===== src/design/fpa_pkg.sv =====
// Shared types and constants for the fixed-point ALU.
`timescale 1ns / 1ps

package fpa_pkg;

  localparam int FIELD_W       = 32;
  localparam int KIND_W        = 4;
  localparam int FRAC_BITS_DEF = 8;
  localparam int WORD_BITS_DEF = 32;

  typedef enum logic [KIND_W-1:0] {
    K_ADD    = 4'd0,
    K_SUB    = 4'd1,
    K_MUL    = 4'd2,
    K_DIV    = 4'd3,
    K_EQ     = 4'd4,
    K_NE     = 4'd5,
    K_LT     = 4'd6,
    K_LE     = 4'd7,
    K_GT     = 4'd8,
    K_GE     = 4'd9,
    K_MIN    = 4'd10,
    K_MAX    = 4'd11,
    K_INC    = 4'd12,
    K_DEC    = 4'd13,
    K_TO_INT = 4'd14
  } kind_t;

  // Result data that rides along the divider row next to each beat.
  typedef struct packed {
    logic               use_div;
    logic               neg;
    logic [FIELD_W-1:0] value;
    logic               cmp;
    logic               sat;
  } side_t;

endpackage


===== src/design/fpa_prep.sv =====
// Front end: operand capture, non-divide results, multiply and divider setup.
`timescale 1ns / 1ps

module fpa_prep import fpa_pkg::*; #(
  parameter int FRAC_BITS = FRAC_BITS_DEF,
  parameter int WORD_BITS = WORD_BITS_DEF
) (
  input  logic                      clk,
  input  logic                      rst,
  input  logic                      en,
  input  logic                      in_valid,
  input  logic [KIND_W-1:0]         kind,
  input  logic signed [FIELD_W-1:0] operand_a,
  input  logic signed [FIELD_W-1:0] operand_b,
  output logic                      out_valid,
  output side_t                     out_side,
  output logic [((WORD_BITS < FIELD_W) ? WORD_BITS : FIELD_W)+FRAC_BITS-1:0] out_num,
  output logic [((WORD_BITS < FIELD_W) ? WORD_BITS : FIELD_W)-1:0]           out_div
);

  localparam int     EW   = (WORD_BITS < FIELD_W) ? WORD_BITS : FIELD_W;
  localparam int     SH   = FIELD_W - EW;
  localparam longint HI_L = (longint'(1) <<< (EW - 1)) - longint'(1);
  localparam longint LO_L = -HI_L - longint'(1);

  // {saturated, value}
  function automatic logic [FIELD_W:0] clamp_word(input longint v);
    logic [FIELD_W:0] r;
    if (v > HI_L) begin
      r = {1'b1, FIELD_W'(HI_L)};
    end else if (v < LO_L) begin
      r = {1'b1, FIELD_W'(LO_L)};
    end else begin
      r = {1'b0, FIELD_W'(v)};
    end
    return r;
  endfunction

  // stage 1: capture, operands sign-extended from the word width
  logic                      v1;
  logic [KIND_W-1:0]         k1;
  logic signed [FIELD_W-1:0] a1;
  logic signed [FIELD_W-1:0] b1;
  logic [FIELD_W-1:0]        a_shl;
  logic [FIELD_W-1:0]        b_shl;

  assign a_shl = operand_a << SH;
  assign b_shl = operand_b << SH;

  always_ff @(posedge clk) begin
    if (rst) begin
      v1 <= 1'b0;
    end else if (en) begin
      v1 <= in_valid;
    end
  end

  always_ff @(posedge clk) begin
    if (en) begin
      k1 <= kind;
      a1 <= $signed(a_shl) >>> SH;
      b1 <= $signed(b_shl) >>> SH;
    end
  end

  // stage 2: product, simple ops, magnitudes
  logic signed [2*FIELD_W-1:0] prod_c;
  logic signed [FIELD_W:0]     sum_c;
  logic signed [FIELD_W:0]     diff_c;
  logic signed [FIELD_W:0]     inc_c;
  logic signed [FIELD_W:0]     dec_c;
  logic [FIELD_W-1:0]          abs_a;
  logic [FIELD_W-1:0]          abs_b;
  logic [FIELD_W:0]            clp;
  side_t                       side_c;

  assign prod_c = a1 * b1;
  assign sum_c  = {a1[FIELD_W-1], a1} + {b1[FIELD_W-1], b1};
  assign diff_c = {a1[FIELD_W-1], a1} - {b1[FIELD_W-1], b1};
  assign inc_c  = {a1[FIELD_W-1], a1} + (FIELD_W+1)'(1);
  assign dec_c  = {a1[FIELD_W-1], a1} - (FIELD_W+1)'(1);
  assign abs_a  = a1[FIELD_W-1] ? (~a1 + FIELD_W'(1)) : a1;
  assign abs_b  = b1[FIELD_W-1] ? (~b1 + FIELD_W'(1)) : b1;

  always_comb begin
    side_c = '0;
    clp    = '0;
    unique case (k1)
      K_ADD: begin
        clp = clamp_word(longint'(sum_c));
        side_c.value = clp[FIELD_W-1:0];
        side_c.sat   = clp[FIELD_W];
      end
      K_SUB: begin
        clp = clamp_word(longint'(diff_c));
        side_c.value = clp[FIELD_W-1:0];
        side_c.sat   = clp[FIELD_W];
      end
      K_MUL: begin
      end
      K_DIV: begin
        // divide by zero returns a untouched
        side_c.use_div = (b1 != '0);
        side_c.neg     = a1[FIELD_W-1] ^ b1[FIELD_W-1];
        side_c.value   = a1;
      end
      K_EQ: side_c.cmp = (a1 == b1);
      K_NE: side_c.cmp = (a1 != b1);
      K_LT: side_c.cmp = (a1 < b1);
      K_LE: side_c.cmp = (a1 <= b1);
      K_GT: side_c.cmp = (a1 > b1);
      K_GE: side_c.cmp = (a1 >= b1);
      K_MIN: side_c.value = (a1 > b1) ? b1 : a1;
      K_MAX: side_c.value = (a1 >= b1) ? a1 : b1;
      K_INC: begin
        clp = clamp_word(longint'(inc_c));
        side_c.value = clp[FIELD_W-1:0];
        side_c.sat   = clp[FIELD_W];
      end
      K_DEC: begin
        clp = clamp_word(longint'(dec_c));
        side_c.value = clp[FIELD_W-1:0];
        side_c.sat   = clp[FIELD_W];
      end
      K_TO_INT: side_c.value = a1 >>> FRAC_BITS;
      default: begin
      end
    endcase
  end

  logic                        v2;
  logic                        mul2;
  side_t                       side2;
  logic signed [2*FIELD_W-1:0] prod2;
  logic [EW-1:0]               mag_a2;
  logic [EW-1:0]               mag_b2;

  always_ff @(posedge clk) begin
    if (rst) begin
      v2 <= 1'b0;
    end else if (en) begin
      v2 <= v1;
    end
  end

  always_ff @(posedge clk) begin
    if (en) begin
      mul2   <= (k1 == K_MUL);
      side2  <= side_c;
      prod2  <= prod_c;
      mag_a2 <= abs_a[EW-1:0];
      mag_b2 <= abs_b[EW-1:0];
    end
  end

  // stage 3: truncate the product toward zero, then clamp
  logic signed [2*FIELD_W-1:0] bias;
  logic signed [2*FIELD_W-1:0] trunc;
  logic [FIELD_W:0]            mclp;
  side_t                       side3_c;

  assign bias  = prod2[2*FIELD_W-1] ? ((2*FIELD_W)'(1) <<< FRAC_BITS) - (2*FIELD_W)'(1) : '0;
  assign trunc = (prod2 + bias) >>> FRAC_BITS;
  assign mclp  = clamp_word(longint'(trunc));

  always_comb begin
    side3_c = side2;
    if (mul2) begin
      side3_c.value = mclp[FIELD_W-1:0];
      side3_c.sat   = mclp[FIELD_W];
    end
  end

  always_ff @(posedge clk) begin
    if (rst) begin
      out_valid <= 1'b0;
    end else if (en) begin
      out_valid <= v2;
    end
  end

  always_ff @(posedge clk) begin
    if (en) begin
      out_side <= side3_c;
      out_num  <= {mag_a2, {FRAC_BITS{1'b0}}};
      out_div  <= mag_b2;
    end
  end

endmodule


===== config.mk =====
export PLATFORM = sky130hd
export DESIGN_NAME = fpa_prep
export DESIGN_NICKNAME = d
export VERILOG_FILES = /design/src/design/fpa_pkg.sv /design/src/design/fpa_prep.sv
export SDC_FILE = /design/constraint.sdc
export NUM_CORES = 2
export LEC_CHECK = 0
export ABC_AREA = 1
export BUFFER_PORTS_ARGS = -buffer_cell sky130_fd_sc_hd__buf_2
export CELL_PAD_IN_SITES_DETAIL_PLACEMENT = 0
export CELL_PAD_IN_SITES_GLOBAL_PLACEMENT = 1
export CORE_ASPECT_RATIO = 0.7
export CORE_MARGIN = 2
export CORE_UTILIZATION = 40
export DETAILED_ROUTE_END_ITERATION = 12
export PLACE_DENSITY = 0.72
export SKIP_CTS_REPAIR_TIMING = 1
export SYNTH_ARGS = -nofsm -noshare
export SYNTH_HDL_FRONTEND = slang
export SYNTH_SLANG_ARGS = --single-unit

===== constraint.sdc =====
create_clock -name clk -period 11.1 [get_ports clk]
set_input_delay 0.555 -clock clk [delete_from_list [all_inputs] [get_ports clk]]
set_output_delay 0.555 -clock clk [all_outputs]
set_load 0.1 [all_outputs]

* After elaboration in Yosys (flattened, before gate mapping)
Cells that the tools add are included.
** Word-level totals
- Register bits after elaboration :: 336
- Word-level logic and storage cells :: 87
- Output and inout port bits :: 109
** Operators by class
- $add $sub $neg :: 7
- Bitwise operators :: 3
- $lt $le $gt $ge :: 14
- Eq/ne operators :: 16
- Multiplexer cells :: 20
- Multiply operators :: 1
- Reduce and logical (&&, ||, !) cells :: 2
** Operators with widths (number)
- 2-to-1 mux 33 bit :: 10
- case mux 32 bit (8 select lines) :: 1
- greater-than comparator 33 x 32 -> 1 bit (second input constant) :: 4
- < comparator 33 x 32 -> 1 bit (second input constant) :: 4
- 2-to-1 mux 32 bit :: 3
- adder 32 x 2 -> 32 bit (second input constant) :: 2
- adder 64 x 9 -> 64 bit :: 1
- multiplier 32 x 32 -> 64 bit :: 1
- inverter 32 bit :: 2
- 2-to-1 mux 31 bit :: 2
- greater-than comparator 56 x 32 -> 1 bit (second input constant) :: 1
- < comparator 56 x 32 -> 1 bit (second input constant) :: 1
- adder 32 x 2 -> 33 bit (second input constant) :: 1
- adder 32 x 32 -> 33 bit :: 1
- subtractor 32 x 2 -> 33 bit (second input constant) :: 1
- subtractor 32 x 32 -> 33 bit :: 1
- equality test 32 bit :: 1
- >= comparator 32 bit :: 1
- greater-than comparator 32 bit :: 1
- <= comparator 32 bit :: 1
- < comparator 32 bit :: 1
- inequality test 32 bit :: 1
- nonzero test 32 bit :: 1
- equality test 4 bit (second input constant) :: 7
- 9 further kinds :: 13

* Depth between registers and ports, before layout
- Word-level depth :: 6
- Gate-level depth with buffers :: 33
- Gate-level depth less buffers :: 30

* Least setup slack after synthesis
Ideal clock, no wire load.
- Path kind :: register to register
- Start point :: reg a1[31]
- End point :: reg prod2[63], data pin
- Clock period less this slack :: 8327 ps
- Data arrival time :: 8068 ps
- Stages on the path, launching flop included :: 29
- Data required time :: 10840 ps
- Slack :: 2773 ps
- Cell sequence :: edfxtp_1 clkbuf_1 clkbuf_1 clkbuf_1 nand2_1 inv_1 fa_1 inv_1 fa_1 inv_1 fa_1 fa_1 inv_1 fa_1 inv_1 fa_1 inv_1 fa_1 inv_1 fa_1 ha_1 a21oi_1 inv_1 a31oi_1 o21ai_0 a221oi_1 o21ai_0 a31oi_1 xnor2_1
** On the way
- Cells in the longest elaborated chain, start to end :: 1
** Ends and longest elaborated chain
- start: declaration :: line fpa_prep.sv:42 : logic signed [FIELD_W-1:0] a1;
- start signal: assignment :: line fpa_prep.sv:61 : a1 <= $signed(a_shl) >>> SH;
- multiplier 32 x 32 -> 64 bit :: line fpa_prep.sv:77 : assign prod_c = a1 * b1;
- named net prod_c[63] :: line fpa_prep.sv:67 : logic signed [2*FIELD_W-1:0] prod_c;
- end signal: assignment :: line fpa_prep.sv:150 : prod2 <= prod_c;
- end: declaration :: line fpa_prep.sv:134 : logic signed [2*FIELD_W-1:0] prod2;
The timed path passes the listed nets, and every way through them passes these cells.
A chain may end at the register's enable or synchronous reset.

* Final worst setup path
- Start point :: reg a1[31]
- End point :: reg prod2[62], data pin
The elaborated chain is that of the path after synthesis.

==> metrics <==
CP max-delay cell edfxtp_1; Avg WL per Cell 26.6 um; Final period util 82.3%; via count 52269; slowest stage delay, CP 1110 ps; Setup violations, final 0; status finished, final reports clean; CTS buffer count 38; register-to-register setup slack 1970 ps; worst r2r path cells 24; Main synth FF type edfxtp_1; Mapped Cells 7710; worst min path class in -> reg; antenna viol nets, final 0; NumNets Final 9112; critical path launch point type flip-flop; critical path arrival 9520 ps; post-route minimum period 9130 ps; PortBufs 172; row cnt 119; number of placed I/O pins 181; global route overflow 0; drt drc 0; Cell Area, Synth 60600 sq um; Rel. slew slack 6.68%; critical path class reg -> reg; number of synthesized flops with an enable pin 333; WL final 259 mm; worst reg2reg path startpoint a1[31]; Cell variety after synth 56; fill count 15412; RePlAce Congestion 1.01; Final Hold Viols 0; Max clock buf depth 3; vias in the first global route 51141; clock skew 87.3 ps; Worst Setup EP prod2[62]; Crit path top cell by count fa_1; Die Height 330 um; worst-path maximum fanout 34; worst setup path startpoint a1[31]; Via density 5.38; Slew @ Worst Pin 1390 ps; Sequential Area 10100 sq um; first-pass GRT wire length 369 mm; WHS 46.2 ps; H-tree depth 2; Yosys warning count 0; WP depth 24; Tot GR Track Use 33.2%; Worst Path Required 11490 ps; Avg Inst Size Synth 7.86 sq um; crit end category flip-flop; initial antenna violation count 19; clk sinks 336; Root Buffer clkbuf_16; die outline width 469 um; max_cap viols 0; worst path buffer plus inverter count 7; asr flop ratio synth 0%; CP cell instances nand2_1, inv_1, fa_1, inv_1, fa_1, inv_1, fa_1, fa_1, inv_1, fa_1, inv_1, fa_1, inv_1, fa_1, inv_1, fa_1, ha_1, nand2_1, nand2_1, a31oi_1, nor2_1, a2111oi_0, nand3_1, xor2_1; Clock Pin Slew Worst Setup and Hold Paths 90 ps; die area 155000 sq um; CP top delay family adder cells; Final TNS setup 0 ps; Core Region 150000 sq um; achievable frequency 0.110 GHz; post-DP HPWL 208 mm; sequential share of the synthesized area 16.6%; RSZ-0062 raised after global routing no; synthesized flop and latch total 336; multi-input combinational cell area 42100 sq um; Starting DRT DRC Count 6487; Starting Density 40.3%; Pins Over Slew Limit 0; drt pass-1 iters 6; Skew-Pair Late Insertion Delay 690 ps; Worst Hold Launch operand_b[17]; r2r endpoint prod2[62]; CTS tree built; share of cells above drive strength 1 5.35%; largest net degree at the start of global routing 141; synth-to-layout area growth 6.71%
[cell type report]
cell class                      count  area share, %
Multi-Input combinational cell   5179           65.1
Sequential cell                   336           15.5
Inverter                         1841           10.7
Tap cell                         1996           3.86
Timing Repair Buffer              299           2.88
Clock buffer                       48           1.53
Clock inverter                     19          0.414
Antenna cell                        5         0.0193
[worst reg2reg max path, stage by stage (launching register included)]
cell and delay [ps]:
edfxtp_1 1110, nand2_1 300, inv_1 150, fa_1 440, inv_1 220, fa_1 450
inv_1 270, fa_1 520, fa_1 960, inv_1 470, fa_1 640, inv_1 50
fa_1 470, inv_1 50, fa_1 530, inv_1 60, fa_1 470, ha_1 400
nand2_1 90, nand2_1 120, a31oi_1 230, nor2_1 70, a2111oi_0 430, nand3_1 170
xor2_1 170
[cells in the mapped netlist, drive strengths merged, types with 142 or more instances]
| cell | number | area share (%) |
|---|---|---|
| a21oi | 266 | 2.2 |
| buf | 174 | 1.5 |
| clkbuf | 187 | 1.2 |
| edfxtp | 333 | 16 |
| fa | 1084 | 36 |
| ha | 261 | 5.4 |
| inv | 1835 | 11 |
| nand2 | 2076 | 13 |
| nand3 | 224 | 1.9 |
| nor2 | 556 | 3.5 |
| o21ai | 262 | 2.2 |
| xor2 | 142 | 2.1 |
[layer usage]
| layer | up-vias | track usage, % | share of wire, % |
|---|---|---|---|
| li1 | 22763 | - | - |
| met1 | 26335 | 51.9 | 47 |
| met2 | 2880 | 42.3 | 37 |
| met3 | 281 | 12.0 | 13 |
| met4 | 10 | 8.33 | 2.8 |
| met5 | - | 0 | 0.092 |
[how the worst min path moves through the flow]
stage	to	slack [ps]	cells after the start
after floorplan	out_div[0]	400	0
after global placement	out_num[31]	400	0
after detailed placement	out_div[31]	400	0
after CTS	b1[17]	30	1
after global routing	b1[17]	40	1
final	b1[17]	50	1
[flip-flops by register name, summed over array words and instances (netlist names), 4 cells and up]
name,count
out_div,32
mag_a2,32
prod2,64
side2,36
a1,32
out_side,36
b1,32
out_num,32
mag_b2,32
k1,4
[kinds of logic (layout without fill, tap and decap cells)]
group                    count (synthesis)  in the layout  synth area share [%]
AND/OR/NAND/NOR                       2990           2990                  19.7
buffers and inverters                 2202           2207                  14.0
adder cells (fa/ha/maj)               1347           1347                  41.2
AO/OA/AOI/OAI                          653            653                  5.85
flip-flops                             336            336                  16.6
XOR/XNOR                               181            181                  2.61
other                                    1             13               0.00619
[layout by cell type (no fill, tap or decap), drive strengths merged, types with 3 or more instances in the layout]
master and count:
nand2 2076, inv 1838, fa 1084, nor2 556, edfxtp 333, buf 299, a21oi 266, o21ai 262
ha 261, nand3 224, xor2 142, nand4 69, clkbuf 48, xnor2 39, nor3 39, a31oi 32
a21o 20, o22ai 19, o21bai 15, clkinv 14, nor4 11, o21a 9, conb 8, a21boi 8
o211ai 6, diode 5, and3 5, nand3b 4, bufinv 4, clkinvlp 4, and2 3, o31ai 3
o221ai 3, o2111ai 3, a31o 3, dfxtp 3
[stage by stage]
stage | area [sq um] | setup WS [ps] | utilization (%) | instances
6_report | 64700 | 1970 | 43.0 | 9723
4_1_cts | 64700 | 1900 | 43.0 | 9718
3_3_place_gp | 63400 | 2070 | 42.2 | 9651
2_1_floorplan | 60700 | 2770 | - | 7717
3_5_place_dp | 63400 | 1950 | 42.2 | 9651
5_1_grt | 64700 | 1360 | 43.0 | 9718
Power is not shown: default switching activity piles up to over one toggle a cycle in this logic, so the estimate is an artifact.
