--- config.mk ---
export PLATFORM = sky130hd
export DESIGN_NAME = fpa_div_cell
export DESIGN_NICKNAME = d
export VERILOG_FILES = /design/src/design/fpa_pkg.sv /design/src/design/fpa_div_cell.sv
export SDC_FILE = /design/constraint.sdc
export NUM_CORES = 1
export LEC_CHECK = 0
export ABC_AREA = 1
export BUFFER_PORTS_ARGS = -buffer_cell sky130_fd_sc_hd__buf_2
export CAP_MARGIN = 10
export CORE_MARGIN = 2
export CORE_UTILIZATION = 55
export CTS_BUF_LIST = sky130_fd_sc_hd__clkbuf_8
export DETAILED_ROUTE_END_ITERATION = 10
export PLACE_DENSITY = 0.94
export SYNTH_ARGS = -nofsm -noshare
export SYNTH_HDL_FRONTEND = slang
export SYNTH_SLANG_ARGS = --single-unit
--- constraint.sdc ---
create_clock -name clk -period 4.3 [get_ports clk]
set_input_delay 0 -clock clk [delete_from_list [all_inputs] [get_ports clk]]
set_output_delay 0 -clock clk [all_outputs]
set_load 0.02 [all_outputs]
--- src/design/fpa_pkg.sv ---
// Shared types and constants for the fixed-point ALU.
`timescale 1ns / 1ps

package fpa_pkg;

  localparam int FIELD_W       = 32;
  localparam int KIND_W        = 4;
  localparam int FRAC_BITS_DEF = 8;
  localparam int WORD_BITS_DEF = 32;

  typedef enum logic [KIND_W-1:0] {
    K_ADD    = 4'd0,
    K_SUB    = 4'd1,
    K_MUL    = 4'd2,
    K_DIV    = 4'd3,
    K_EQ     = 4'd4,
    K_NE     = 4'd5,
    K_LT     = 4'd6,
    K_LE     = 4'd7,
    K_GT     = 4'd8,
    K_GE     = 4'd9,
    K_MIN    = 4'd10,
    K_MAX    = 4'd11,
    K_INC    = 4'd12,
    K_DEC    = 4'd13,
    K_TO_INT = 4'd14
  } kind_t;

  // Result data that rides along the divider row next to each beat.
  typedef struct packed {
    logic               use_div;
    logic               neg;
    logic [FIELD_W-1:0] value;
    logic               cmp;
    logic               sat;
  } side_t;

endpackage

--- src/design/fpa_div_cell.sv ---
// One restoring-division cell: produces one quotient bit per beat.
`timescale 1ns / 1ps

module fpa_div_cell import fpa_pkg::*; #(
  parameter int EW = FIELD_W,
  parameter int DW = FIELD_W + FRAC_BITS_DEF
) (
  input  logic          clk,
  input  logic          rst,
  input  logic          en,
  input  logic          in_valid,
  input  side_t         in_side,
  input  logic [EW-1:0] in_rem,
  input  logic [DW-1:0] in_num,
  input  logic [EW-1:0] in_div,
  output logic          out_valid,
  output side_t         out_side,
  output logic [EW-1:0] out_rem,
  output logic [DW-1:0] out_num,
  output logic [EW-1:0] out_div
);

  logic [EW:0]   trial;
  logic          ge;
  logic [EW:0]   diff;

  // bring down the next dividend bit, subtract when it fits
  assign trial = {in_rem, in_num[DW-1]};
  assign ge    = (trial >= {1'b0, in_div});
  assign diff  = trial - {1'b0, in_div};

  always_ff @(posedge clk) begin
    if (rst) begin
      out_valid <= 1'b0;
    end else if (en) begin
      out_valid <= in_valid;
    end
  end

  // quotient bits shift in at the bottom as dividend bits leave the top
  always_ff @(posedge clk) begin
    if (en) begin
      out_side <= in_side;
      out_rem  <= ge ? diff[EW-1:0] : trial[EW-1:0];
      out_num  <= {in_num[DW-2:0], ge};
      out_div  <= in_div;
    end
  end

endmodule

# --- After elaboration in Yosys (flattened, before gate mapping) ---
# Cells that the tools add are included.
totals:
  register_bits: 141
  in_bits: 144
  out_inout_bits: 141
  elab_cells: 12
op_classes:
  order_cmp: 1
  mux: 1
  n_addsub: 1
ops:
  columns: ["cell", "n"]
  rows:
  - ["greater-or-equal comparator 33 x 32 -> 1 bit", 1]
  - ["two-way mux 32 bit", 1]
  - ["subtractor 32 bit", 1]

# --- Logic depth before layout (Yosys ltp) ---
# Gate-level depths: netlist of the first run.
logic_depth:
  ltp_word: 2
  depth_mapped: 16
  mapped_depth_nobuf: 14

# --- Least setup slack after synthesis of the first run ---
# No wires, ideal clock.
synth_path:
  path_type: "input to register"
  start: "input in_num[39]"
  end: "register out_rem[16], data pin"
  n_path_buf: 0
  setup_time_ps: 252
  t_required_ps: 4048
  stages: 13
  arrival_ps: 1362
  slack_ps: 2685
  cell_sequence: "inv_1 ha_1 fa_1 inv_1 nand3_1 nand3_1 nand2_1 nand3_1 nand3_1 nand2_1 nand2_1 nand3_2 nand2_1"
synth_via:
  elab_chain_cells: 2
synth_lines:
  columns: ["element", "line", "text"]
  rows:
  - ["from (decl)", "fpa_div_cell.sv:14", "input logic [DW-1:0] in_num,"]
  - ["subtractor 32 bit or greater-or-equal comparator 33 x 32 -> 1 bit (tied branches)", "fpa_div_cell.sv:30, fpa_div_cell.sv:29", null]
  - ["two-way mux 32 bit (*)", "fpa_div_cell.sv:44", "out_rem <= ge ? diff[EW-1:0] : trial[EW-1:0];"]
  - ["to (signal assigned)", "fpa_div_cell.sv:44", null]
  - ["to (decl)", "fpa_div_cell.sv:18", "output logic [EW-1:0] out_rem,"]
# Mark *: on every way between the ends. The rest lies on a longest branch, timed or not.
# A chain may end at the register's enable or synchronous reset.

# --- Worst setup path after layout of the first run ---
layout_path:
  start: "input in_rem[26]"
  end: "register out_rem[0], data pin"
layout_via:
  elab_chain_cells: 2
layout_lines:
  columns: ["element", "line", "text"]
  rows:
  - ["from (decl)", "fpa_div_cell.sv:13", "input logic [EW-1:0] in_rem,"]
  - ["greater-or-equal comparator 33 x 32 -> 1 bit", "fpa_div_cell.sv:29", "assign ge = (trial >= {1'b0, in_div});"]
  - ["two-way mux 32 bit", "fpa_div_cell.sv:44", null]
# Every way passes these cells.

==> results of run 1 <==
[per-layer routing]
metal | track usage | up-vias | routed length (um)
li1 | - | 3399 | -
met1 | 0.413 | 3318 | 9460
met2 | 0.631 | 428 | 13000
met3 | 0.102 | 70 | 2190
met4 | 0.142 | 2 | 966
met5 | 0 | - | 16
[where the power goes]
| part | switching [mW] | leakage (nW) | internal (mW) | total [mW] |
|---|---|---|---|---|
| Combinational | 0.608 | 3.87 | 0.361 | 0.968 |
| Sequential | 0.0437 | 1.38 | 1.67 | 1.71 |
| Clock | 0.559 | 0.190 | 0.513 | 1.07 |
| Total | 1.21 | 5.43 | 2.54 | 3.75 |
[state kept, by name, summed over array words and instances, names as in the netlist]
register / cells
out_div: 32
out_num: 40
out_rem: 32
out_side: 36
out_valid: 1
[cell type report]
class / count / area, sq um / area share
clock buffer: 17 / 234 / 0.0217
clock inverter: 15 / 148 / 0.0137
inverter: 150 / 563 / 0.0523
multi-input combinational: 489 / 2520 / 0.235
sequential: 141 / 4220 / 0.393
tap: 176 / 220 / 0.0205
timing repair buffer: 426 / 2850 / 0.265
[placed cells by master, fill, tap and decap left out, types with 3 or more instances in the layout]
master and count:
sky130_fd_sc_hd__and2_1 8, sky130_fd_sc_hd__clkinvlp_4 3, sky130_fd_sc_hd__nand2_1 274, sky130_fd_sc_hd__ha_1 32, sky130_fd_sc_hd__buf_2 283, sky130_fd_sc_hd__nor2_1 35
sky130_fd_sc_hd__nor3_2 3, sky130_fd_sc_hd__nor3_1 6, sky130_fd_sc_hd__edfxtp_1 140, sky130_fd_sc_hd__inv_1 152, sky130_fd_sc_hd__nand2_2 3, sky130_fd_sc_hd__clkbuf_8 17
sky130_fd_sc_hd__nand3_1 56, sky130_fd_sc_hd__nor2_2 3, sky130_fd_sc_hd__clkinv_1 3, sky130_fd_sc_hd__xor2_1 13, sky130_fd_sc_hd__nand4_1 3, sky130_fd_sc_hd__nand3b_1 11
sky130_fd_sc_hd__dlygate4sd3_1 141, sky130_fd_sc_hd__nand3_2 11, sky130_fd_sc_hd__a21oi_1 21
[repair_timing]
item / in CTS / in global routing
hold buffers: 141 / 0
endpoints found under the hold margin: 140 / 0
buffers inserted: 0 / 0
[stage by stage]
step           hold WS, ps  std cells
4_1_cts                161       1414
6_report               156       1414
5_1_grt                176       1414
2_1_floorplan         72.4        790
3_3_place_gp           159       1241
3_5_place_dp           176       1241
[worst max path at each step]
stage               startpoint               endpoint  cells past startpoint
floorplan           in_num[39]  out_rem[16]$_DFFE_PP_                     13
global placement    in_rem[27]  out_rem[26]$_DFFE_PP_                     10
detailed placement  in_div[27]   out_rem[0]$_DFFE_PP_                     13
CTS                 in_rem[26]   out_rem[0]$_DFFE_PP_                     13
global route        in_rem[26]   out_rem[0]$_DFFE_PP_                     13
finish              in_rem[26]   out_rem[0]$_DFFE_PP_                     13
[kinds of logic (layout without fill, tap and decap cells)]
logic type / after synthesis / count (layout) / synth area share
AO/OA/AOI/OAI: 25 / 25 / 0.0176
multiplexers: 1 / 1 / 0.00135
adder cells (fa/ha/maj): 33 / 33 / 0.0568
buffers and inverters: 160 / 608 / 0.0878
AND/OR/NAND/NOR: 416 / 416 / 0.249
XOR/XNOR: 14 / 14 / 0.0166
flip-flops: 141 / 141 / 0.571
==> results list, run 1 <==
* Run status: complete, no violations
- The min-delay analysis places its worst path in the category primary input to flop.
* Remaining routing DRC violations: 0
* EDFF count, synth: 140
- For this run, the share of the core covered by cells in the final layout is 0.816.
* Endpoints failing hold: 0
- Total clock buffers created by CTS: 17
- Vias per cell: between 5 and 6
* Hold Path Stages: 1
* First-pass GRT wire length: 38.5 mm
- 0 antenna diodes ended up in the layout.
* End point of the worst hold path: out_side[30]$_DFFE_PP_
* Standard cell core area: 13200 sq um
- The root buffer cell chosen for the clock tree is sky130_fd_sc_hd__clkbuf_8.
- The clock tree synthesis step divided the H-tree into 4 levels.
- Sequential share of the synthesized area: 0.571
- Pre-CTS WS: between 1500 and 2000 ps
- For the pin with the worst max-slew slack, the measured transition is 980 ps.
* Die boundary width: approximately 120 um
* Required time of the worst setup path: 4500 ps
- Summed over all layers, the routed wires come to ~26 mm.
- The detail route stage leaves a number of antenna-violating nets equal to 0.
- Site row count: 42
- CP max stage cell: sky130_fd_sc_hd__nor2_4
- Routed wirelength normalized by instance count: 18.1 um
* Number of gates resized after cts: 0
* Warnings, synthesis: 0
* Post-placement cell area: 8970 sq um
* All-layer global routing usage: 0.359
* Tmin final: 2770 ps
* Unique masters post-synth: 28
* Headroom to the max-slew limit: 0.345
* Detail Placement HPWL: roughly 16 mm
- Final RePlAce weighted congestion: 0.928
- Worst vdd rail ir drop: 301 uV
- Timing would allow up to ~360 MHz.
- The final layout contains 1402 nets.
* Cell type with the highest aggregate area in the netlist: sky130_fd_sc_hd__edfxtp_1
- Top post-synthesis cells by area: sky130_fd_sc_hd__edfxtp_1, sky130_fd_sc_hd__nand2_1, sky130_fd_sc_hd__inv_1
- The number of slew-limit violations in the final report is 0.
- Setup repair after global routing left no endpoint under its margin.
- Kind of start point of the critical path: primary input
- Vias: between 7k and 8k
- After synthesis the cells add up to 7400 sq um.
- Across the routed clock network, the largest skew measured is 0 ps.
* Yosys top cell area share: 0.568
- No sink is reached through more buffers than the 2 on the longest clock path.
- Effective utilization at floorplan: 0.561
* Port-buffer cells: between 200 and 300
- Power per cell area: between 300 and 400 nW/um^2
- Post-synth ARST share: 0
- Post-route cell area: 10800 sq um
* Latest clock arrival within the worst-skew pair: between 400 and 500 ps
* Post-route fraction of the period consumed by the critical path: 0.644
- Crit path buffers/inverters: 3
- Maximum single-stage delay on the critical path: 740 ps
- Setup violation total in the final timing report: 0
- TritonCTS built the clock tree.
* Mapped Nets: 967
- Largest net degree at the start of global routing: 100
- Max Fanout on Critical Path: 35
- Clock sink count: 141
- Number of filler cells placed in the layout: 764
- Number of global-route vias before repair: 7178
- After clock tree synthesis, the clock-pin slew on the worst setup and hold paths is around 90 ps.
* Max-capacitance violation count: 0
* Share of layout cells above drive strength 1: 0.271
- Setup slack on the critical path of the routed design comes to 1530 ps.
- Dominant cell by count in the synthesized netlist: sky130_fd_sc_hd__nand2_1
* Data arrival at the endpoint of the critical path: 2970 ps
- Cell occurring most often along the worst timing path: sky130_fd_sc_hd__nand2_1
- Total grt overflow: 0
- Ranking of synthesized cells by instance count: sky130_fd_sc_hd__nand2_1, sky130_fd_sc_hd__inv_1, sky130_fd_sc_hd__edfxtp_1
- Leakage power: 5.43 nW
* Die Outline Area: between 10000 and 15000 sq um
* Final Total Pwr: 3.75 mW
- Dominant register cell in the synthesized netlist: sky130_fd_sc_hd__edfxtp_1
- Die span in y: approximately 120 um
* Category of cells accounting for the largest share of critical-path delay: simple AND/OR/NAND/NOR gates
* First-pass iteration count of the detailed router: 5
- The worst register-to-register path begins at out_valid$_SDFFE_PP0P_.
- The critical path is of the primary input to flop type.
- Register-to-register path setup slack: 3130 ps
* Syn-to-layout area delta: 45.4%
- Ports: 285
- The cell count after synthesis came out at about 800.
- After synthesis, the mean cell area works out to roughly 9.4 sq um.
- In this run, the number of DRC markers left after iteration 0 of detailed routing was 721.
- Worst reg2reg endpoint: out_valid$_SDFFE_PP0P_
- The number of antenna violations at the first check in global routing came to 1.
- Start point of the worst hold path: en
- Sum Neg Setup Slack: 0 ps
- The synthesized design contains 141 register bits.
- Register-to-Register Path Depth: 3
* Crit-path cells: dlygate4sd3_1, buf_2, ha_1, nand2_1, inv_1, nand2_1, nand2_1, a21oi_1, nand2_1, nor2_4, nand2_8, nand2_1, o21ai_0
* Critical Path Sink Type: flop
(Power assumes the default switching activity.)
==> run 2, diff against run 1 <==
--- a/config.mk
+++ b/config.mk
@@ -9,10 +9,10 @@
 export BUFFER_PORTS_ARGS = -buffer_cell sky130_fd_sc_hd__buf_2
 export CAP_MARGIN = 10
 export CORE_MARGIN = 2
-export CORE_UTILIZATION = 55
+export CORE_UTILIZATION = 51
 export CTS_BUF_LIST = sky130_fd_sc_hd__clkbuf_8
 export DETAILED_ROUTE_END_ITERATION = 10
-export PLACE_DENSITY = 0.94
+export PLACE_DENSITY = 0.89
 export SYNTH_ARGS = -nofsm -noshare
 export SYNTH_HDL_FRONTEND = slang
 export SYNTH_SLANG_ARGS = --single-unit
==> constraint.sdc (replaced) <==
create_clock -name clk -period 2.8 [get_ports clk]
set_input_delay 0 -clock clk [delete_from_list [all_inputs] [get_ports clk]]
set_output_delay 0 -clock clk [all_outputs]
set_load 0.02 [all_outputs]
==> results list, run 2 (synthesis results as in run 1) <==
- For the worst setup path, the data required time is 2990 ps.
- The total area inside the core boundary comes to 14400 sq um.
- The final layout contains 1403 nets.
* Met1 Usage GRT: 0.386
- Clock H-tree levels: 4
- The first global-routing pass estimated 38.6 mm of wire.
- The clock reaches the later pin of the worst-skew pair after 430 ps.
- Run status: complete, no violations
* Register Area: about 4200 sq um
- After clock tree synthesis, the setup repair step added 0 buffers.
* Number of pins exceeding their max-slew limit in the final report: 0
* Kind of start point of the critical path: primary input
* Number of gates resized after cts: 0
- In this run the worst path has a maximum fanout of 35.
- Number of global-route vias before repair: 7079
- Cell chosen for the clock root: sky130_fd_sc_hd__clkbuf_8
- For this run, the detailed router's first-pass iteration total came to 7.
- Dividing the final minimum period by the clock period gives 0.924.
- The number of failing hold endpoints at the final stage came to 0.
- Met3 Usage GRT: 0.0765
* Final wirelength: 25.3 mm
- The total overflow left after global routing is 0.
* All-layer global routing usage: 0.321
- Slew at the pin closest to its max-slew limit: approximately 940 ps
- Grt met2 use: 0.562
- Dividing the detail-routed wire length by the instance count gives between 15 and 20 um.
- Critical Path Sink Type: flop
- The clock passes through at most 2 buffers.
- Detail Placement HPWL: 16.7 mm
- Setup repair after global routing left no endpoint under its margin.
- The register with the most flip-flops in the layout has 40 of them.
* Post-route cell area: 10800 sq um
- Vias per cell: 5.02
- Initial DRC count: 578
- Effective utilization at floorplan: 0.515
- The detailed router placed 7153 vias in this run.
- Setup violations remaining at the end of the flow were counted as 0.
- Between clock sinks in the finished design, the worst skew comes to 0 ps.
* Largest net degree at the start of global routing: 66
* Largest Register: out_num
* Sum Neg Setup Slack: 0 ps
- The floorplan step set the die width to 124 um.
- Clock sink count: 141
- Ports: 285
- Most frequent standard cell in the layout excluding fill and tap cells: sky130_fd_sc_hd__buf_2
* Post-placement cell area: around 9000 sq um
- Achievable frequency: 387 MHz
* Antenna Nets Post-Route: 0
- Data arrival at the endpoint of the critical path: 2780 ps
- Top flop regs: out_num (40), out_side (36)
- The die covers 15500 sq um.
* Commonest cells after routing, fill and taps aside: sky130_fd_sc_hd__buf_2, sky130_fd_sc_hd__nand2_1, sky130_fd_sc_hd__inv_1
* Initial antenna violation count: 2
* Max-capacitance violation count: 0
- Number of cells after detailed placement: approximately 1.3k
- Summing all multi-input logic gate instances after layout gives 2530 sq um.
- The worst-case IR drop observed on VDD is 308 uV.
- Tmin final: approximately 2600 ps
* Site row count: 44
- Headroom to the max-slew limit: 0.375
- Power per cell area: 543 nW/um^2
- Share of layout cells above drive strength 1: 0.275
- During placement, the flow inserted port buffers numbering 284.
- Total clock buffers created by CTS: 17
- Hold Path Class: primary input to flop
* Reg clk slew, reported paths: about 80 ps
- CTS tree: yes
- For this run, the number of standard cells in the final layout without fillers is 1425.
- At the end of routability-driven placement, the weighted congestion stood at 0.923.
* Routing layer with the top usage in global route: met2
- The area growth from synthesis to layout is 46.4%.
- Number of filler cells placed in the layout: 941
* Setup Crit Path Kind: primary input to flop
* Remaining routing DRC violations: 0
- Measured along the y axis, the die boundary spans 124 um.
- Leakage power: 5.46 nW
==> run 2: what timing repair did <==
item | in CTS | in global routing
hold buffers | 140 | 0
endpoints found under the hold margin | 139 | 0
endpoints found under the setup margin | 0 | 13
==> run 2: path summary, 6_finish.rpt <==
kind	cells after the start	startpoint	slack [ps]	endpoint
worst max-delay path	13	in_rem[27]	210	out_rem[12]$_DFFE_PP_
worst min-delay path	3	in_rem[0]	60	out_rem[1]$_DFFE_PP_
worst max register to register	3	out_valid$_SDFFE_PP0P_	1550	out_valid$_SDFFE_PP0P_
worst min register to register	3	out_valid$_SDFFE_PP0P_	1170	out_valid$_SDFFE_PP0P_
==> run 2: through the flow <==
step | hold slack, ps | total power, mW | util | setup slack [ps]
6_report | 56.4 | 5.88 | 0.754 | 214
5_1_grt | 47.5 | 6.11 | 0.753 | 139
4_1_cts | 34.3 | 5.82 | 0.753 | 117
3_5_place_dp | 166 | 3.94 | 0.626 | 174
3_3_place_gp | 159 | 3.91 | 0.626 | 318
2_1_floorplan | 72.4 | 3.45 | - | 1190
==> run 2: worst max-delay path, stage by stage <==
cell                            delay [ps]
sky130_fd_sc_hd__dlygate4sd3_1         550
sky130_fd_sc_hd__buf_2                 140
sky130_fd_sc_hd__ha_1                  350
sky130_fd_sc_hd__nand2_1               180
sky130_fd_sc_hd__inv_1                  60
sky130_fd_sc_hd__nand2_1                60
sky130_fd_sc_hd__nand2_1                60
sky130_fd_sc_hd__a21oi_1               130
sky130_fd_sc_hd__nand2_1               140
sky130_fd_sc_hd__nor2_4                540
sky130_fd_sc_hd__nand2_8               290
sky130_fd_sc_hd__nand2_1               180
sky130_fd_sc_hd__nand2_1                90
==> run 2: routing by layer <==
layer  vias up  routed length [um]
met5         -                   0
met3        64                1750
met1      3304                9820
met4         0                1060
li1       3404                   -
met2       381               12600
==> run 2: layout make-up <==
class,instances,area share
clock inverter,14,0.0170
multi-input combinational,490,0.234
antenna,3,0.000693
timing repair buffer,426,0.264
tap,184,0.0213
sequential,141,0.390
inverter,150,0.0520
clock buffer,17,0.0216
==> run 2: power by group <==
part	total, mW	leakage (nW)	internal (mW)	switching, mW
Sequential	2.62	1.38	2.56	0.0643
Clock	1.77	0.210	0.899	0.867
Combinational	1.49	3.87	0.556	0.933
==> run 3, diff against run 2 <==
--- a/config.mk
+++ b/config.mk
@@ -8,6 +8,7 @@
 export ABC_AREA = 1
 export BUFFER_PORTS_ARGS = -buffer_cell sky130_fd_sc_hd__buf_2
 export CAP_MARGIN = 10
+export CORE_ASPECT_RATIO = 0.7
 export CORE_MARGIN = 2
 export CORE_UTILIZATION = 51
 export CTS_BUF_LIST = sky130_fd_sc_hd__clkbuf_8
==> results list, run 3 (synthesis results as in run 1) <==
- Register-to-register path setup slack: 1570 ps
* Most frequent standard cell in the layout excluding fill and tap cells: sky130_fd_sc_hd__buf_2
- Vias: 7179
- Dividing the detail-routed wire length by the instance count gives 17.2 um.
- Syn-to-layout area delta: 45.8%
- Input and output buffers added on the ports amount to 284.
- In this run the standard cell core region covers 14100 sq um.
- Entering global routing, the biggest net connects 61 pins.
- Detail Placement HPWL: 15.8 mm
- Sum Neg Setup Slack: 0 ps
- Ports: about 290
- STA puts the critical path data arrival time at around 2800 ps.
* Cell chosen for the clock root: sky130_fd_sc_hd__clkbuf_8
* Initial antenna violation count: 1
- The number of slew-limit violations in the final report was 0.
- Tmin final: 2620 ps
* Total clock buffers created by CTS: 17
* Max-capacitance violation count: 0
- Final RePlAce weighted congestion: between 0.9 and 1
* Met2 Wirelength: 12.0 mm
* Latest clock arrival within the worst-skew pair: around 460 ps
- The first TritonRoute pass finished after 5 iterations.
- Number of filler cells placed in the layout: 970
- Post-CTS setup buffer count: 0
* Die Outline Area: 15500 sq um
- The floorplan has 36 rows.
- Power per cell area: between 500 and 600 nW/um^2
* Die boundary width: 148 um
* Core occupancy in the finished layout: 0.767
* Top sig layer: met4
- The worst setup path is of the primary input to flop kind.
- Leakage power: 5.43 nW
* Setup violation total in the final timing report: 0
- Antenna Nets Post-Route: 0
- Wire length on met3: 2.21 mm
- Critical Path Sink Type: flop
- The number of global-route vias before repair was ~7k.
- Final wirelength: 24.6 mm
* Flip-flop count of the largest register, all copies and words added: 40
- For the worst setup path, the data required time is 3010 ps.
* Endpoints failing hold: 0
* Clock sink count: 141
- STA classifies the critical path startpoint as a primary input.
- Slew at the pin closest to its max-slew limit: 1020 ps
* Top flop regs: out_num (40), out_side (36)
- In this run the number of H-tree levels came out at 4.
* Largest Register: out_num
* Vias per cell: 5.02
- Remaining routing DRC violations: 0
- For this run, the total global-route usage over all layers was measured as 0.314.
* First-pass GRT wire length: about 37 mm
- Commonest cells after routing, fill and taps aside: sky130_fd_sc_hd__buf_2, sky130_fd_sc_hd__nand2_1, sky130_fd_sc_hd__inv_1
- The longest clock path from root to sink contains 2 buffers.
- VDD sags by at most 369 uV.
- Final Net Count: 1404
- For this block, wires on met1 add up to 9.95 mm.
* Achievable frequency: 382 MHz
* Reg clk slew, reported paths: approximately 100 ps
- Headroom to the max-slew limit: 0.319
* Run status: complete, no violations
- Of all nets on the critical path, the largest fanout is 35.
* Die span in y: approximately 100 um
- Hold Path Class: primary input to flop
- Unrepaired setup endpoints after global routing: false
- In this run, the number of DRC markers left after iteration 0 of detailed routing was between 500 and 600.
- Setup clock skew after layout: 0 ps
- Post-route fraction of the period consumed by the critical path: 0.935
- Effective utilization at floorplan: 0.526
- Total grt overflow: 0
* Share of layout cells above drive strength 1: 0.275
- TritonCTS built the clock tree.
-- run 3: power by group --
group / internal, mW / total [mW] / switching [mW]
Combinational: 0.557 / 1.49 / 0.931
Sequential: 2.56 / 2.62 / 0.0600
Clock: 0.643 / 1.58 / 0.933
-- run 3: layer usage --
metal / vias up / global-route usage
met5: - / 0
met2: 390 / 0.542
met4: 0 / 0.0891
met1: 3333 / 0.397
met3: 47 / 0.0712
li1: 3409 / -
-- run 3: stage by stage --
stage / power, mW / setup slack [ps] / instance area (sq um) / hold WS, ps / instances
after floorplan: 3.45 / 1190 / 7400 / 72.4 / 790
after global placement: 3.90 / 250 / 9000 / 159 / 1256
after detailed placement: 3.93 / 177 / 9000 / 160 / 1256
after CTS: 5.61 / 120 / 10800 / 8.10 / 1429
after global routing: 5.90 / 14.0 / 10800 / 24.1 / 1431
final: 5.68 / 182 / 10800 / 6.96 / 1431
-- run 3: repair_timing --
action / 4_1_cts / 5_1_grt
hold buffers: 141 / 0
setup endpoints to repair: 0 / 33
hold endpoints to repair: 140 / 0
gates resized for setup: 0 / 0
-- run 3: final cells by class --
class	count	area, sq um	area share
diodes	1	2.50	0.000232
clock buffers	17	234	0.0217
clock inverters	15	126	0.0117
inverters	150	563	0.0522
multi-input cells	490	2530	0.235
flip-flops and latches	141	4220	0.392
well taps	190	238	0.0220
repair buffers	427	2870	0.266
-- run 3: critical path, cell delays in order --
cell and delay (ps):
sky130_fd_sc_hd__dlygate4sd3_1 560, sky130_fd_sc_hd__buf_2 130, sky130_fd_sc_hd__inv_1 40, sky130_fd_sc_hd__ha_1 320
sky130_fd_sc_hd__nand2_1 180, sky130_fd_sc_hd__inv_1 50, sky130_fd_sc_hd__nand2_1 60, sky130_fd_sc_hd__nand2_1 60
sky130_fd_sc_hd__a21oi_1 160, sky130_fd_sc_hd__nand2_1 140, sky130_fd_sc_hd__nor2_4 550, sky130_fd_sc_hd__nand2_8 280
sky130_fd_sc_hd__nand3_1 180, sky130_fd_sc_hd__nand2_1 90
-- run 3: worst paths after layout --
| kind | start | to | cells after the start |
|---|---|---|---|
| setup reg to reg | out_valid$_SDFFE_PP0P_ | out_valid$_SDFFE_PP0P_ | 3 |
| setup / recovery | in_div[28] | out_rem[28]$_DFFE_PP_ | 14 |
| hold reg to reg | out_valid$_SDFFE_PP0P_ | out_valid$_SDFFE_PP0P_ | 3 |
| hold / removal | en | out_num[29]$_DFFE_PP_ | 1 |
